## src/sv/bthin_pkg.sv

```systemverilog
// Shared types, constants and the pixel deletion test for the thinning block.
package bthin_pkg;

    localparam int CFG_W = 10;

    typedef enum logic [0:0] {
        REG_FRAME_WIDTH  = 1'b0,
        REG_FRAME_HEIGHT = 1'b1
    } cfg_reg_t;

    localparam int NB_MIN = 2;
    localparam int NB_MAX = 6;

    typedef enum logic [1:0] {
        BK_PIXEL,
        BK_SWEEP,
        BK_TURN
    } back_state_t;

    // Neighbors are ordered N, NE, E, SE, S, SW, W, NW.
    function automatic logic thin_mark(input logic [7:0] n, input logic sub);
        logic [3:0] nb;
        logic [3:0] tr;
        logic       prod;
        nb = '0;
        tr = '0;
        for (int i = 0; i < 8; i++) begin
            nb = nb + 4'(n[i]);
            if (!n[i] && n[(i + 1) % 8])
            begin
                tr = tr + 4'd1;
            end
        end
        if (!sub)
        begin
            prod = (n[0] & n[2] & n[4]) | (n[2] & n[4] & n[6]);
        end
        else
        begin
            prod = (n[0] & n[2] & n[6]) | (n[0] & n[4] & n[6]);
        end
        return (nb >= 4'(NB_MIN)) && (nb <= 4'(NB_MAX)) && (tr == 4'd1) && !prod;
    endfunction

endpackage

```

## src/sv/bthin_queue.sv

```systemverilog
// Short request queue between the front end and the thinning engine.
module bthin_queue
    import bthin_pkg::*;
#(
    parameter int WIDTH = 20
)
(
    input  logic             clk,
    input  logic             rst_n,
    input  logic             push,
    input  logic [WIDTH-1:0] push_data,
    output logic             not_full,
    input  logic             pop,
    output logic             not_empty,
    output logic [WIDTH-1:0] pop_data
);

    logic [WIDTH-1:0] slot_reg [4];
    logic [1:0]       wr_ptr_reg;
    logic [1:0]       wr_ptr_next;
    logic [1:0]       rd_ptr_reg;
    logic [1:0]       rd_ptr_next;
    logic [2:0]       count_reg;
    logic [2:0]       count_next;

    always_comb
    begin
        not_full    = (count_reg != 3'd4);
        not_empty   = (count_reg != 3'd0);
        pop_data    = slot_reg[rd_ptr_reg];
        wr_ptr_next = push ? wr_ptr_reg + 2'd1 : wr_ptr_reg;
        rd_ptr_next = pop ? rd_ptr_reg + 2'd1 : rd_ptr_reg;
        count_next  = count_reg + 3'(push) - 3'(pop);
    end

    always_ff @(posedge clk)
    begin
        if (push)
        begin
            slot_reg[wr_ptr_reg] <= push_data;
        end
    end

    always_ff @(posedge clk or negedge rst_n)
    begin
        if (!rst_n)
        begin
            wr_ptr_reg <= '0;
            rd_ptr_reg <= '0;
            count_reg  <= '0;
        end
        else
        begin
            wr_ptr_reg <= wr_ptr_next;
            rd_ptr_reg <= rd_ptr_next;
            count_reg  <= count_next;
        end
    end

endmodule

```

## config.mk

```make
export PLATFORM = sky130hd
export DESIGN_NAME = bthin_queue
export DESIGN_NICKNAME = d
export VERILOG_FILES = /design/src/sv/bthin_pkg.sv /design/src/sv/bthin_queue.sv
export SDC_FILE = /design/constraint.sdc
export NUM_CORES = 1
export LEC_CHECK = 0
export ABC_AREA = 1
export ABC_CLOCK_PERIOD_IN_PS = 1800
export BUFFER_PORTS_ARGS = -buffer_cell sky130_fd_sc_hd__buf_2
export CAP_MARGIN = 20
export CORE_MARGIN = 2
export CORE_UTILIZATION = 58
export DETAILED_ROUTE_END_ITERATION = 16
export PLACE_DENSITY = 0.8
export SETUP_SLACK_MARGIN = 0.1
export SLEW_MARGIN = 15
export SYNTH_ARGS = -nofsm -noshare
export SYNTH_HDL_FRONTEND = slang
export SYNTH_SLANG_ARGS = --single-unit
```

## constraint.sdc

```tcl
create_clock -name clk -period 1.8 [get_ports clk]
set_input_delay 0 -clock clk [delete_from_list [all_inputs] [get_ports clk]]
set_output_delay 0 -clock clk [all_outputs]
set_load 0.005 [all_outputs]
```

==> flow_metrics.env <==
export IMPL_swShare=0.3553
export IMPL_ys_ff_latch=87
export IMPL_period_minus_slack_ns=1.579
export IMPL_power_frac_comb=0.366
export IMPL_die_h_um=85.34
export IMPL_gp_congestion=0.7646
export IMPL_syn_area_per_cell_um2=10.63
export IMPL_p_int_uw=4111
export IMPL_synth_top_area_frac=0.6260
export IMPL_synth_seq_area_share=0.6717
export IMPL_cts_max_level=3
export IMPL_wl_per_cell_um=12.99
export IMPL_die_area_um2=7283
export IMPL_cts_inserted_buffers=9
export IMPL_crit_required_ns=2.05
export IMPL_syn_num_nets=392
export IMPL_multiInputGateArea_um2=783.3
export IMPL_r2r_cells=8
export IMPL_seq_power_share=0.450
export IMPL_clk_pin_slew_ns=0.08
export IMPL_drv_slew=0
export IMPL_critPathBufInv=3
export IMPL_cpMostUsedCell="inv_1"
export IMPL_drive_above_1_share=0.1888
export IMPL_initial_utilization=0.6009
export IMPL_dpl_hpwl_mm=4.369
export IMPL_regArea_um2=2579
export IMPL_finalCritPeriodShare=0.8773
export IMPL_route_detailed_drc=0
export IMPL_rsz0062_at_grt="no"
export IMPL_num_rows=29
export IMPL_synthesis_instances=361
export IMPL_antenna_found_initial=0
export IMPL_grt_pass1_wl_mm=10.92
export IMPL_wl_met2_mm=3.534
export IMPL_cts_tree="done"
export IMPL_maxCapViolations=0
export IMPL_top_layer="met4"
export IMPL_finalSetupTns_ns=0
export IMPL_routed_via_density=4.845
export IMPL_clock_power_share=0.184
export IMPL_slowest_stage="fa_1"
export IMPL_leakage_uw=0.002201
export IMPL_yosysWarnings=0
export IMPL_power_density_nw_per_um2=1401
export IMPL_crit_family="adder cells"
export IMPL_nFillCells=445
export IMPL_cts_root_buffer="clkbuf_8"
export IMPL_pre_cts_ws_ns=0.2325
export IMPL_drt_pass1_iter_count=5
export IMPL_status="completed"
export IMPL_cp_max_fo=3
export IMPL_slowest_delay_ns=0.37
export IMPL_hold_viol_final=0
export IMPL_worstPathArrival_ns=1.83
export IMPL_synthesis_area_um2=3837
export IMPL_diodes=0
export IMPL_drt_iter0_drc=170
export IMPL_synth_cell_type_count=15
export IMPL_path_depth=8
export IMPL_grt_pass1_vias=2443
export IMPL_vias=2529
export IMPL_netlist_top_cell_by_area="edfxtp_1"
export IMPL_holdPathStages=2
export IMPL_setup_viol=0
export IMPL_setup_slack_ns=0.2209
export IMPL_cp_start_kind="register"
export IMPL_overflow=0
export IMPL_totalWireLength_mm=6.782
export IMPL_post_cts_buffers=0
export IMPL_postRouteAntennaNets=0
export IMPL_die_x_um=85.34
export IMPL_slew_headroom=0.7626
export IMPL_wl_met1_mm=2.903
export IMPL_worstMarginPinSlew_ns=0.3561
export IMPL_finClkSkew_ns=0.008964
export IMPL_numClockSinks=87
export IMPL_area_delta_synth_final_pct=18.58
export IMPL_switchingPower_uw=2266
export IMPL_core_um2=6386
export IMPL_crit_chain="inv_1 -> ha_1 -> inv_1 -> ha_1 -> inv_1 -> fa_1 -> nand3_1 -> nand2_1"
export IMPL_track_usage=0.2007
export IMPL_clock_path_buffers=2
export IMPL_top_level_ports=46
export IMPL_final_nets=471
export IMPL_grt_max_degree=41
export IMPL_hold_path_class="primary input to register"
export IMPL_crit_type="register to register"
export IMPL_max_freq_ghz=0.6333
export IMPL_synthTopCellsByArea="edfxtp_1 63%, nand2_1 9.9%, inv_1 9.2%"
export IMPL_largest_reg_flops=80
export IMPL_max_vdd_ir_drop_v=0.0008830
export IMPL_numPortBuffers=45
export IMPL_critPathCaptureType="register"
export IMPL_clkLatencyLatePin_ns=0.35
export IMPL_wl_met3_um=222
cells in the mapped netlist, drive strengths merged:
| library cell | number |
|---|---|
| nand3 | 43 |
| o21ai | 1 |
| xor2 | 3 |
| inv | 95 |
| nand2 | 111 |
| buf | 13 |
| clkbuf | 1 |
| fa | 1 |
| ha | 6 |
| dfrtp | 7 |
| edfxtp | 80 |
metrics by stage:
stage / cell area [µm²] / std cells / util / power [µW] / hold slack [ns]
3_3_place_gp: 4141 / 482 / 0.6485 / 5131 / -0.1609
3_5_place_dp: 4141 / 482 / 0.6485 / 5219 / -0.1572
5_1_grt: 4551 / 522 / 0.7126 / 6810 / 0.3947
6_report: 4551 / 522 / 0.7126 / 6377 / 0.3977
2_1_floorplan: 3837 / 361 / - / 4476 / -0.2956
4_1_cts: 4551 / 522 / 0.7126 / 6416 / 0.3820
path summary, 6_finish.rpt:
path / slack, ns / from / to
min in group asynchronous: 0.60 / rst_n / count_reg[2]$_DFF_PN0_
max reg2reg: 0.22 / count_reg[0]$_DFF_PN0_ / count_reg[2]$_DFF_PN0_
min: 0.40 / push_data[1] / slot_reg[0][1]$_DFFE_PP_
max in group asynchronous: 0.92 / rst_n / rd_ptr_reg[0]$_DFFE_PN0P_
max: 0.22 / count_reg[0]$_DFF_PN0_ / count_reg[2]$_DFF_PN0_
min reg2reg: 0.55 / wr_ptr_reg[0]$_DFFE_PN0P_ / wr_ptr_reg[0]$_DFFE_PN0P_
cell type report:
cell class	instances	area share
Timing Repair Buffer	82	0.1237
Multi-Input combinational cell	165	0.1721
Clock inverter	4	0.004949
Inverter	95	0.07946
Clock buffer	12	0.03189
Sequential cell	87	0.5667
Tap cell	77	0.02117
cells by family (layout without fill, tap and decap cells):
| group | Yosys count | after routing | synth area share |
|---|---|---|---|
| AOI/OAI and AO/OA | 1 | 1 | 0.001303 |
| xor gates and xnor gates | 3 | 3 | 0.006848 |
| adders and majority gates | 7 | 7 | 0.02478 |
| buffers and inverters | 109 | 193 | 0.1242 |
| DFF | 87 | 87 | 0.6717 |
| and+or+nand+nor | 154 | 154 | 0.1712 |
power by group through the flow:
| stage | Sequential (µW) | Clock, µW | Combinational, µW |
|---|---|---|---|
| 2_1_floorplan | 2810 | 0 | 1670 |
| 3_3_place_gp | 2900 | 0 | 2230 |
| 3_5_place_dp | 2910 | 0 | 2310 |
| 4_1_cts | 2870 | 1190 | 2360 |
| 5_1_grt | 2910 | 1270 | 2630 |
| 6_report | 2870 | 1170 | 2330 |
per-layer routing:
metal | vias up | track usage
met5 | - | 0
met4 | 0 | 0.1241
met3 | 15 | 0.03599
met2 | 58 | 0.3438
met1 | 1189 | 0.2343
li1 | 1267 | -
placed cells by master, fill, tap and decap left out, drive strengths merged:
| cell type | n |
|---|---|
| xor2 | 3 |
| o21ai | 1 |
| clkinv | 3 |
| inv | 95 |
| nand2 | 111 |
| dlygate4sd3 | 24 |
| clkbuf | 12 |
| dfrtp | 7 |
| buf | 58 |
| edfxtp | 80 |
| fa | 1 |
| ha | 6 |
| clkinvlp | 1 |
| nand3 | 43 |
worst reg2reg max path, cell delays in order, from the launching register on:
cell,delay (ns)
dfrtp_1,0.36
inv_1,0.09
ha_1,0.24
inv_1,0.07
ha_1,0.14
inv_1,0.06
fa_1,0.37
nand3_1,0.09
nand2_1,0.06
what timing repair did:
item / 4_1_cts / 5_1_grt
hold buffers: 24 / 0
endpoints found under the hold margin: 91 / 0
setup endpoints to repair: 9 / 0
gates resized for setup: 1 / 0
(Power assumes the default switching activity.)
