**src/sv/bthin_pkg.sv**
```systemverilog
// Shared types, constants and the pixel deletion test for the thinning block.
package bthin_pkg;

    localparam int CFG_W = 10;

    typedef enum logic [0:0] {
        REG_FRAME_WIDTH  = 1'b0,
        REG_FRAME_HEIGHT = 1'b1
    } cfg_reg_t;

    localparam int NB_MIN = 2;
    localparam int NB_MAX = 6;

    typedef enum logic [1:0] {
        BK_PIXEL,
        BK_SWEEP,
        BK_TURN
    } back_state_t;

    // Neighbors are ordered N, NE, E, SE, S, SW, W, NW.
    function automatic logic thin_mark(input logic [7:0] n, input logic sub);
        logic [3:0] nb;
        logic [3:0] tr;
        logic       prod;
        nb = '0;
        tr = '0;
        for (int i = 0; i < 8; i++) begin
            nb = nb + 4'(n[i]);
            if (!n[i] && n[(i + 1) % 8])
            begin
                tr = tr + 4'd1;
            end
        end
        if (!sub)
        begin
            prod = (n[0] & n[2] & n[4]) | (n[2] & n[4] & n[6]);
        end
        else
        begin
            prod = (n[0] & n[2] & n[6]) | (n[0] & n[4] & n[6]);
        end
        return (nb >= 4'(NB_MIN)) && (nb <= 4'(NB_MAX)) && (tr == 4'd1) && !prod;
    endfunction

endpackage

```
**src/sv/bthin_in_if.sv**
```systemverilog
// Input pixel channel with valid/ready handshake.
interface bthin_in_if;
    logic valid;
    logic ready;
    logic pixel_on;

    modport source (output valid, output pixel_on, input ready);
    modport sink (input valid, input pixel_on, output ready);
endinterface

```
**src/sv/bthin_front.sv**
```systemverilog
// Front end: accepts pixels and assigns each its raster position and end-of-frame flag.
module bthin_front
    import bthin_pkg::*;
#(
    parameter int IDX_W = 18
)
(
    input  logic             clk,
    input  logic             rst_n,
    bthin_in_if.sink         pix_in,
    input  logic [IDX_W:0]   total,
    input  logic             q_ready,
    output logic             q_push,
    output logic [IDX_W-1:0] q_pos,
    output logic             q_pixel,
    output logic             q_last
);

    logic [IDX_W-1:0] pos_reg;
    logic [IDX_W-1:0] pos_next;
    logic [IDX_W-1:0] pos_use;

    always_comb
    begin
        pos_use = ({1'b0, pos_reg} >= total) ? '0 : pos_reg;
        q_last  = ({1'b0, pos_use} == (total - 1'b1));
        q_pos   = pos_use;
        q_pixel = pix_in.pixel_on;
        q_push  = pix_in.valid && q_ready;
        pix_in.ready = q_ready;
        if (q_push)
        begin
            pos_next = q_last ? '0 : pos_use + 1'b1;
        end
        else
        begin
            pos_next = pos_reg;
        end
    end

    always_ff @(posedge clk or negedge rst_n)
    begin
        if (!rst_n)
        begin
            pos_reg <= '0;
        end
        else
        begin
            pos_reg <= pos_next;
        end
    end

endmodule

```
**src/flat_wrapper.sv**
```systemverilog
// flat-port wrapper written by rule: the top's interface ports become plain ports
module bthin_front_flat import bthin_pkg::*;
#(
    parameter int IDX_W = 18
)
  (clk, rst_n, total, q_ready, q_push, q_pos, q_pixel, q_last, pix_in_valid, pix_in_pixel_on, pix_in_ready);
  bthin_in_if pix_in_i ();
  input  logic clk;
  input  logic rst_n;
  input  logic [IDX_W:0] total;
  input  logic q_ready;
  output logic q_push;
  output logic [IDX_W-1:0] q_pos;
  output logic q_pixel;
  output logic q_last;
  input wire logic [$bits(pix_in_i.valid)-1:0] pix_in_valid;
  input wire logic [$bits(pix_in_i.pixel_on)-1:0] pix_in_pixel_on;
  output wire logic [$bits(pix_in_i.ready)-1:0] pix_in_ready;
  assign pix_in_i.valid = pix_in_valid;
  assign pix_in_i.pixel_on = pix_in_pixel_on;
  assign pix_in_ready = pix_in_i.ready;
  bthin_front #(.IDX_W(IDX_W)) u_core (.clk(clk), .rst_n(rst_n), .pix_in(pix_in_i), .total(total), .q_ready(q_ready), .q_push(q_push), .q_pos(q_pos), .q_pixel(q_pixel), .q_last(q_last));
endmodule
```
**config.mk**
```make
export PLATFORM = sky130hd
export DESIGN_NAME = bthin_front_flat
export DESIGN_NICKNAME = d
export VERILOG_FILES = /design/src/sv/bthin_pkg.sv /design/src/sv/bthin_in_if.sv /design/src/sv/bthin_front.sv /design/src/flat_wrapper.sv
export SDC_FILE = /design/constraint.sdc
export NUM_CORES = 1
export LEC_CHECK = 0
export ABC_AREA = 0
export BUFFER_PORTS_ARGS = -buffer_cell sky130_fd_sc_hd__buf_2
export CAP_MARGIN = 20
export CORE_ASPECT_RATIO = 1.1
export CORE_MARGIN = 1
export CORE_UTILIZATION = 27
export CTS_CLUSTER_DIAMETER = 120
export DETAILED_ROUTE_END_ITERATION = 12
export PLACE_DENSITY = 0.53
export SYNTH_ARGS = -nofsm -noshare
export SYNTH_HDL_FRONTEND = slang
export SYNTH_SLANG_ARGS = --single-unit
```
**constraint.sdc**
```tcl
create_clock -name clk -period 4 [get_ports clk]
set_input_delay 0.4 -clock clk [delete_from_list [all_inputs] [get_ports clk]]
set_output_delay 0.4 -clock clk [all_outputs]
set_load 0.03 [all_outputs]
```
==> summary.txt, run 1 <==
STA
  • Slew @ Worst Pin: 0.8263 ns
  • Final worst slack: 0.1987 ns
  • RSZ-0062 raised after global routing: false
  • Crit share post-route: 95.03%
  • Final setup TNS: 0 ns
  • Crit path time final: 3.801 ns
  • Fmax: 263.1 MHz
  • Final Hold Fails: 0
  • Normalized max-slew margin: around 45%
  • Setup violations, final: 0
  • Slew Limit Fails: 0
  • Worst hold slack: ~0.1 ns
  • Max Clock Skew: approximately 0.0044 ns

Global route
  • Tot GR Track Use: 17.92%
  • Congestion Overflow GR: 0
  • Vias in the first global route: 2704
  • Largest net degree at the start of global routing: 26
  • Initial antenna violation count: 0
  • Global-route wire length before repair: 14.21 mm

Routing
  • Final wirelength: 8.788 mm
  • Drt pass-1 iters: 4
  • DRC violation total after the first TritonRoute iteration: 143
  • M1 WL: 4.277 mm
  • Highest routing layer actually used: met4
  • DRC Markers: 0
  • Met3 wire length: 356 um
  • Via-per-instance ratio: 5.534
  • Final ANT Viol Nets: 0
  • Post-detailed-route wirelength per cell: 17.13 um
  • Met2 WL: roughly 4.0 mm
  • Via Count: about 2800

Run status
  • Run status: complete, no violations

Placement
  • Dpl cell area: 0.003054 sq mm
  • Pre-CTS setup slack: 0.1630 ns
  • Placed cells: 508
  • Global placement routability congestion: 0.8696
  • PortBufs: 43
  • Dpl hpwl: 7.025 mm

Die
  • Starting Density: 27.98%
  • Die width: 96.33 um
  • Core Footprint: 0.009444 sq mm
  • IO Count: between 40 and 50
  • Die Area: 0.01019 sq mm
  • Die Ht: roughly 110 um
  • # rows: 37

Pwr
  • Peak supply drop: 86.39 uV
  • Power Dens Cells: 225.8 mW/mm^2
  • Pleak: 1.432 nW

Yosys
  • Post-synthesis cell type count: 66
  • Syn Nets: 392
  • Main flop type after synthesis: dfrtp_1
  • Post-synth ARST share: between 90% and 100%
  • Synth Warn #: 0
  • Synth Register Bits: 18
  • Seq/Total Area, Yosys: between 15 and 20%
  • Mapped Avg Cell Area: ~7.6 sq um
  • Post-synthesis cell count: 348
  • Post-synth EDFFs: 0
  • Post-Syn Area: 0.002643 sq mm

Clock network
  • CTS buffer count: 3
  • Worst-path clk slew: 0.07 ns
  • Clock sink count: 18
  • Hold Buf Count CTS: 0
  • H-tree depth: 1
  • Bufs on Longest Clock Path: 2
  • Worst skew pair latency: 0.25 ns
  • CTS root buf: clkbuf_8
  • TritonCTS clock tree: yes

Final layout
  • Final Cell Area: 0.003128 sq mm
  • Layout filler cell count: 1055
  • Max reg flops: 18
  • NumNets Final: 441
  • Area Growth Syn to Fin: 18.37%
  • Non-Filler Instances: 513
  • ANT cells: 0
  • Fraction of layout cells with a size suffix above 1: 21.72%

Worst setup path
  • FF-to-FF path depth: 14
  • Req. time, crit path: 3.60 ns
  • CP Data Arrival Time: 3.40 ns
  • CP startpoint kind: flop
  • Worst reg2reg endpoint: u_core.pos_reg[16]
  • CP Capture Type: output port
  • Reg2Reg Launch Point: u_core.pos_reg[15]
  • R2R setup slack: 0.32 ns
  • Path type of the worst setup path: reg -> out
  • Critical-path maximum fanout: 8

Min path
  • Hold crit path type: in -> async

Flow run
  • Max Cap Violations: 0
[final cells by class]
type                    instances  area, sq um  share of cell area, %
clock buffers                   4        55.05                  1.760
multi-input cells             287         2019                  64.56
repair buffers                 63        365.4                  11.68
flip-flops and latches         18        451.7                  14.44
inverters                      24        90.09                  2.880
well taps                     117        146.4                  4.680
[repair_timing]
action | CTS | global route
endpoints found under the setup margin | 0 | 1
resized for setup | 0 | 3
buffers inserted | 0 | 1
[placed cells by master, fill, tap and decap left out, drive strengths merged, types with 15 or more instances in the layout]
master	n
nand2	24
buf	63
inv	24
and2	16
nor2	28
dfrtp	18
o21ai	15
a21oi	22
ha	20
xnor2	17
[metal layers]
| metal | vias up | global-route usage [%] |
|---|---|---|
| li1 | 1373 | - |
| met1 | 1375 | 26.35 |
| met2 | 78 | 28.06 |
| met3 | 13 | 1.154 |
| met4 | 0 | 4.517 |
| met5 | - | 0 |
[power breakdown]
| part | internal, mW | total, mW | switching, mW |
|---|---|---|---|
| registers | 0.202 | 0.238 | 0.0363 |
| logic | 0.128 | 0.321 | 0.193 |
| clock network | 0.0873 | 0.147 | 0.0599 |
[cells in the mapped netlist, types with 3 or more instances]
cell / n / area (sq um)
nor2_1: 28 / 105.1
inv_1: 24 / 90.09
nand2_1: 24 / 90.09
a21oi_1: 22 / 110.1
ha_1: 20 / 250.2
dfrtp_1: 18 / 450.4
xnor2_1: 17 / 148.9
and2_1: 16 / 100.1
nor3_1: 13 / 65.06
nand3_1: 12 / 60.06
clkbuf_1: 9 / 33.78
nand4_1: 9 / 56.30
nor4_1: 8 / 50.05
o21ai_1: 8 / 40.04
and3_1: 7 / 43.79
o21ai_0: 7 / 35.03
or3_1: 7 / 43.79
nand2b_1: 6 / 37.54
or4_1: 6 / 45.04
a21o_1: 5 / 37.54
nor2b_1: 5 / 31.28
buf_2: 4 / 20.02
buf_4: 4 / 30.03
o211a_1: 4 / 40.04
o21a_1: 4 / 30.03
o31ai_1: 4 / 30.03
xor2_1: 4 / 35.03
a22o_1: 3 / 26.28
o22ai_1: 3 / 18.77
[worst max-delay path by stage]
stage | cells past startpoint | start | to | slack, ns
3_3_place_gp | 13 | total[0] | u_core.pos_reg[14] | 0.14
3_5_place_dp | 13 | total[0] | u_core.pos_reg[14] | 0.16
4_1_cts | 12 | u_core.pos_reg[0] | q_last | 0.13
2_1_floorplan | 12 | total[0] | u_core.pos_reg[10] | 0.11
5_1_grt | 15 | u_core.pos_reg[16] | u_core.pos_reg[16] | 0.006
6_report | 10 | u_core.pos_reg[15] | q_last | 0.20
[critical path: stages (launching register included)]
cell	delay, ns
dfrtp_2	0.48
ha_1	0.30
nand4b_1	0.18
or4_1	0.61
o211ai_1	0.30
buf_4	0.23
o2111a_1	0.25
o22ai_2	0.12
nor4_2	0.26
buf_4	0.20
buf_2	0.20
[kinds of logic (layout without fill, tap and decap cells)]
| logic type | after synthesis | count (layout) | share of synthesized area (%) |
|---|---|---|---|
| muxes | 2 | 2 | 0.8049 |
| adders and majority gates | 20 | 20 | 9.470 |
| xor gates and xnor gates | 22 | 22 | 7.812 |
| buffers and inverters | 43 | 91 | 6.913 |
| AOI/OAI and AO/OA | 85 | 85 | 23.96 |
| and+or+nand+nor | 158 | 158 | 34.00 |
| DFF | 18 | 18 | 17.05 |
[metrics by stage]
step	power (mW)	util (%)
2_1_floorplan	0.4525	-
3_3_place_gp	0.5559	32.34
3_5_place_dp	0.5596	32.34
4_1_cts	0.7090	32.92
5_1_grt	0.7550	33.12
6_report	0.7063	33.12
(Power assumes the default switching activity.)
==> run 2: changes to the inputs <==
--- a/config.mk
+++ b/config.mk
@@ -8,7 +8,6 @@
 export ABC_AREA = 0
 export BUFFER_PORTS_ARGS = -buffer_cell sky130_fd_sc_hd__buf_2
 export CAP_MARGIN = 20
-export CORE_ASPECT_RATIO = 1.1
 export CORE_MARGIN = 1
 export CORE_UTILIZATION = 27
 export CTS_CLUSTER_DIAMETER = 120
==> summary.txt, run 2 (synthesized netlist as in run 1, its figures left out) <==
Final layout
  • Max reg flops: 18 (unchanged)
  • Layout filler cell count: 1012 (-4.1%)
  • NumNets Final: 438 (-0.68%)
  • Non-Filler Instances: 522 (+1.8%)
  • Area Growth Syn to Fin: 18.61%
  • Fraction of layout cells with a size suffix above 1: 20.36% (-1.4 points)
  • Commonest cells after routing, fill and taps aside: buf_2, nor2_1, inv_1, nand2_1, a21oi_1
  • Leading cell type in the layout, fill and taps excluded: buf_2
  • ANT cells: 0 (unchanged)

Run status
  • Run status: complete, no violations

STA
  • Setup violations, final: 0 (unchanged)
  • Final Hold Fails: 0 (unchanged)
  • Final setup TNS: 0 ns (unchanged)
  • RSZ-0062 raised after global routing: false
  • Crit path time final: 3.810 ns (+0.008972 ns)
  • Worst hold slack: 0.06999 ns (-0.02766 ns)
  • Fmax: 262.4 MHz (-0.24%)
  • Slew Limit Fails: 0 (unchanged)
  • Crit share post-route: 95.26% (+0.22 points)
  • Max Clock Skew: 0.002415 ns (-0.001964 ns)
  • Slew @ Worst Pin: 0.7923 ns (-0.03402 ns)
  • Normalized max-slew margin: 47.05% (+2.3 points)

Placement
  • Global placement routability congestion: 0.9436 (+8.5%)
  • Dpl hpwl: 6.889 mm (-1.9%)
  • PortBufs: 43 (unchanged)
  • Placed cells: 518 (+2.0%)

Clock network
  • Hold Buf Count CTS: 0 (unchanged)
  • Worst skew pair latency: 0.26 ns (about the same)
  • PostCTS Resize Cnt: 0 (unchanged)
  • CTS buffer count: 3 (unchanged)
  • CTS root buf: clkbuf_8
  • Worst-path clk slew: 0.07 ns (about the same)
  • Clock sink count: 18 (unchanged)
  • H-tree depth: 1 (unchanged)
  • TritonCTS clock tree: yes
  • Bufs on Longest Clock Path: 2 (unchanged)
  • Setup bufs post-CTS: 0 (unchanged)

Global route
  • Vias in the first global route: 2649 (-2.0%)
  • Initial antenna violation count: 0 (unchanged)
  • Largest net degree at the start of global routing: 26 (unchanged)
  • Tot GR Track Use: 17.76% (-0.15 points)
  • Congestion Overflow GR: 0 (unchanged)
  • Global-route wire length before repair: 14.01 mm (-1.4%)

Die
  • Core Footprint: 0.009371 sq mm (-0.77%)
  • Die width: 100.9 um (+4.8%)
  • Die Ht: 100.9 um (-4.6%)
  • Starting Density: 28.20% (+0.22 points)
  • # rows: 35 (-5.4%)
  • Die Area: 0.01019 sq mm (about the same)
  • IO Count: 46 (unchanged)

Pwr
  • Power Dens Cells: 229.1 mW/mm^2 (+1.4%)
  • Peak supply drop: 159.4 uV (+85%)
  • Pleak: 1.421 nW (-0.75%)

Routing
  • Via Count: 2786 (-1.9%)
  • Via-per-instance ratio: 5.337 (-3.6%)
  • DRC violation total after the first TritonRoute iteration: 135 (-5.6%)
  • Final wirelength: 8.497 mm (-3.3%)
  • Final ANT Viol Nets: 0 (unchanged)
  • Post-detailed-route wirelength per cell: 16.28 um (-5.0%)
  • DRC Markers: 0 (unchanged)
  • Drt pass-1 iters: 4 (unchanged)

Min path
  • Hold crit path type: in -> async

Flow run
  • Max Cap Violations: 0 (unchanged)

Worst setup path
  • Critical-path maximum fanout: 15 (+7)
  • CP startpoint kind: flop
  • CP Data Arrival Time: 3.41 ns (about the same)
  • Path type of the worst setup path: reg -> out
  • Req. time, crit path: 3.60 ns (about the same)
  • CP Capture Type: output port
-- run 2: cell types whose count changed in the layout (fill, tap and decap cells not counted) --
cell       delta
a2111oi_1     +1
a2111oi_2     -1
buf_12        +2
buf_4         -5
dfrtp_1       +1
dfrtp_2       -1
nor3_1        +1
nor3_2        -1
-- run 2: stage by stage --
stage | worst slack, ns | instance area (sq um) | utilization (%) | power (mW)
after floorplan | 0.1148 | 2643 | - | 0.4525
after global placement | 0.2452 | 3079 | 32.86 | 0.5640
after detailed placement | 0.2678 | 3079 | 32.86 | 0.5641
after CTS | 0.1663 | 3134 | 33.44 | 0.7209
after global routing | 0.02620 | 3134 | 33.44 | 0.7646
final | 0.1897 | 3134 | 33.44 | 0.7179
-- run 2: path summary, 6_finish.rpt --
| path | from | to | slack [ns] | cells after the start |
|---|---|---|---|---|
| min in group clk | u_core.pos_reg[0] | u_core.pos_reg[0] | 0.55 | 2 |
| min | rst_n | u_core.pos_reg[12] | 0.07 | 1 |
| max in group asynchronous | rst_n | u_core.pos_reg[7] | 3.63 | 1 |
| max | u_core.pos_reg[16] | q_last | 0.19 | 11 |
| min reg2reg | u_core.pos_reg[0] | u_core.pos_reg[0] | 0.55 | 2 |
| max reg2reg | u_core.pos_reg[15] | u_core.pos_reg[16] | 0.36 | 14 |
-- run 2: worst max-delay path, stage by stage, from the launching register on --
cell,delay (ns)
dfrtp_1,0.47
ha_1,0.33
a21o_1,0.18
a21oi_1,0.16
a2bb2oi_1,0.30
o211ai_1,0.20
buf_12,0.19
a2111oi_1,0.44
o22ai_2,0.21
nor4_2,0.27
buf_4,0.19
buf_2,0.20
-- run 2: metal layers --
layer / track usage (%) / vias to the layer above / part of all wire [%]
met1: 25.88 / 1319 / 49
met2: 27.45 / 87 / 43
met3: 1.664 / 9 / 6.2
met5: 0 / - / 0
met4: 5.463 / 0 / 1.3
li1: - / 1371 / -
-- run 2: final cells by class --
type	count	area, sq um	area share (%)
sequential	18	450.4	14.37
inverter	24	90.09	2.874
tap	129	161.4	5.150
timing repair buffer	60	367.9	11.74
multi-input combinational	287	2009	64.11
clock buffer	4	55.05	1.756
-- run 2: power by group --
group          total (mW)  switching (mW)  internal, mW
Clock               0.155          0.0673        0.0877
Sequential          0.233          0.0308         0.202
Combinational       0.330           0.198         0.132
==> run 3: changes to the inputs <==
--- a/config.mk
+++ b/config.mk
@@ -8,11 +8,13 @@
 export ABC_AREA = 0
 export BUFFER_PORTS_ARGS = -buffer_cell sky130_fd_sc_hd__buf_2
 export CAP_MARGIN = 20
+export CELL_PAD_IN_SITES_DETAIL_PLACEMENT = 0
+export CELL_PAD_IN_SITES_GLOBAL_PLACEMENT = 1
 export CORE_MARGIN = 1
-export CORE_UTILIZATION = 27
+export CORE_UTILIZATION = 42
 export CTS_CLUSTER_DIAMETER = 120
 export DETAILED_ROUTE_END_ITERATION = 12
-export PLACE_DENSITY = 0.53
+export PLACE_DENSITY = 0.91
 export SYNTH_ARGS = -nofsm -noshare
 export SYNTH_HDL_FRONTEND = slang
 export SYNTH_SLANG_ARGS = --single-unit
==> summary.txt, run 3 (synthesized netlist as in run 1, its figures left out) <==
Final layout
  • ANT cells: 0 (unchanged)
  • Non-Filler Instances: 468 (-10%)
  • Multi-input logic area: 0.002014 sq mm (+0.25%)
  • Fraction of layout cells with a size suffix above 1: 20.61% (+0.25 points)
  • Leading cell type in the layout, fill and taps excluded: buf_2
  • Post-Route Utilization: 50.96% (+18 points)
  • Layout filler cell count: 571 (-44%)
  • NumNets Final: 439 (+0.23%)
  • Max reg flops: 18 (unchanged)
  • Commonest cells after routing, fill and taps aside: buf_2, nor2_1, inv_1, nand2_1, a21oi_1
  • Sequential cell area: 450.4 sq um (unchanged)
  • Area Growth Syn to Fin: 15.53%

Clock network
  • Bufs on Longest Clock Path: 2 (unchanged)
  • TritonCTS clock tree: yes
  • CTS root buf: clkbuf_8
  • H-tree depth: 1 (unchanged)
  • Clock sink count: 18 (unchanged)
  • Worst skew pair latency: 0.25 ns (about the same)
  • Worst-path clk slew: 0.06 ns (about the same)
  • CTS buffer count: 3 (unchanged)
  • Setup bufs post-CTS: 0 (unchanged)

Run status
  • Run status: complete, no violations

Worst setup path
  • Reg2Reg Launch Point: u_core.pos_reg[15]
  • Slowest cell delay on critical path: 0.61 ns (+0.14 ns)
  • CP Capture Type: output port
  • Req. time, crit path: 3.60 ns (about the same)
  • CP startpoint: u_core.pos_reg[15]
  • CP Data Arrival Time: 3.34 ns (-0.07 ns)
  • Critical-path maximum fanout: 15 (unchanged)
  • Worst reg2reg endpoint: u_core.pos_reg[16]
  • R2R setup slack: 0.30 ns (-0.06 ns)
  • Path type of the worst setup path: reg -> out
  • CP Cell Sequence: ha_1 -> nand4b_1 -> or4_1 -> o211ai_1 -> buf_12 -> o211a_1 -> o211ai_2 -> nor4_2 -> buf_2
  • CP max stage cell: or4_1
  • Critical path capture point: q_last
  • FF-to-FF path depth: 14 (unchanged)
  • CP startpoint kind: flop

Placement
  • Placed cells: 465 (-10%)
  • Dpl hpwl: 6.189 mm (-10%)
  • Global placement routability congestion: 0.9353 (-0.88%)
  • Pre-CTS setup slack: 0.1475 ns (-0.1203 ns)
  • PortBufs: 43 (unchanged)

STA
  • Crit share post-route: 93.46% (-1.8 points)
  • Final Hold Fails: 0 (unchanged)
  • Slew Limit Fails: 0 (unchanged)
  • Final setup TNS: 0 ns (unchanged)
  • Final worst slack: 0.2617 ns (+0.07202 ns)
  • Setup violations, final: 0 (unchanged)
  • Crit path time final: 3.738 ns (-0.07202 ns)
  • Fmax: 267.5 MHz (+1.9%)
  • Max Clock Skew: 0.002827 ns (+0.0004120 ns)
  • Slew @ Worst Pin: 0.8184 ns (+0.02610 ns)
  • Normalized max-slew margin: 45.31% (-1.7 points)
  • RSZ-0062 raised after global routing: false

Routing
  • DRC Markers: 0 (unchanged)
  • Drt pass-1 iters: 5 (+1)
  • Final wirelength: 7.782 mm (-8.4%)
  • Via Count: 2859 (+2.6%)
  • Post-detailed-route wirelength per cell: 16.63 um (+2.2%)
  • Via-per-instance ratio: 6.109 (+14%)
  • Final ANT Viol Nets: 0 (unchanged)
  • DRC violation total after the first TritonRoute iteration: 178 (+32%)

Die
  • Die width: 81.32 um (-19%)
  • Core Footprint: 0.005991 sq mm (-36%)
  • # rows: 28 (-20%)
  • Die Area: 0.006613 sq mm (-35%)
  • Starting Density: 44.11% (+16 points)
  • Die Ht: 81.32 um (-19%)
  • IO Count: 46 (unchanged)

Global route
  • Tot GR Track Use: 25.32% (+7.6 points)
  • Largest net degree at the start of global routing: 26 (unchanged)
  • Vias in the first global route: 2545 (-3.9%)
  • Initial antenna violation count: 0 (unchanged)
  • Global-route wire length before repair: 12.85 mm (-8.3%)
  • Congestion Overflow GR: 0 (unchanged)

Pwr
  • Overall Power: 0.6834 mW (-4.8%)
  • Power Dens Cells: 223.8 mW/mm^2 (-2.3%)
  • Pleak: 1.419 nW (-0.16%)
  • Peak supply drop: 182.1 uV (+14%)

Flow run
  • Max Cap Violations: 0 (unchanged)

Min path
  • Hold crit path type: in -> async
[run 3: cell count changes in the layout (fill, tap and decap cells not counted)]
cell and delta:
a2111oi_2 +1, clkbuf_8 -1, buf_12 -1, buf_4 +2
a2111oi_1 -1
[run 3: area by class of cell]
type,instances,share of cell area [%]
inverters,24,2.951
multi-input cells,287,65.98
flip-flops and latches,18,14.75
repair buffers,61,11.89
well taps,75,3.074
clock buffers,3,1.352
[run 3: worst max-delay path: cells and delay by family, from the launching register on]
| kind | cells | cell delay, ns |
|---|---|---|
| and+or+nand+nor | 3 | 1.20 |
| DFF | 1 | 0.48 |
| adders and majority gates | 1 | 0.32 |
| buffers and inverters | 2 | 0.46 |
| AOI/OAI and AO/OA | 3 | 0.63 |
[run 3: through the flow]
step                      area (sq um)  hold WS, ns
after floorplan                   2643       0.1044
after global placement            3007       0.3602
after detailed placement          3007       0.3620
after CTS                         3048      0.08605
after global routing              3053       0.1087
final                             3053      0.07927
[run 3: worst min-delay path by stage]
| stage | from | to | slack, ns | cells after the start |
|---|---|---|---|---|
| 2_1_floorplan | rst_n | u_core.pos_reg[0] | 0.10 | 0 |
| 3_3_place_gp | rst_n | u_core.pos_reg[9] | 0.36 | 1 |
| 3_5_place_dp | rst_n | u_core.pos_reg[8] | 0.36 | 1 |
| 4_1_cts | rst_n | u_core.pos_reg[13] | 0.09 | 1 |
| 5_1_grt | rst_n | u_core.pos_reg[8] | 0.11 | 1 |
| 6_report | rst_n | u_core.pos_reg[8] | 0.08 | 1 |
[run 3: repair_timing]
| item | CTS | global route |
|---|---|---|
| hold buffers | 0 | 0 |
| gates resized for setup | 0 | 1 |
| endpoints found under the setup margin | 0 | 1 |
[run 3: where the power goes]
group          total [mW]  leakage, nW  switching [mW]  internal, mW
sequential          0.237        0.234          0.0354         0.202
combinational       0.320         1.16           0.191         0.129
clock               0.126       0.0216          0.0592        0.0670
[run 3: routing by layer]
metal	track usage, %	wire length, um	part of all wire, %	up-vias
li1	-	-	-	1373
met1	35.86	3670	47	1358
met2	40.58	3462	44	114
met3	1.798	507	6.5	14
met4	7.679	142	1.8	0
met5	0	0	0	-
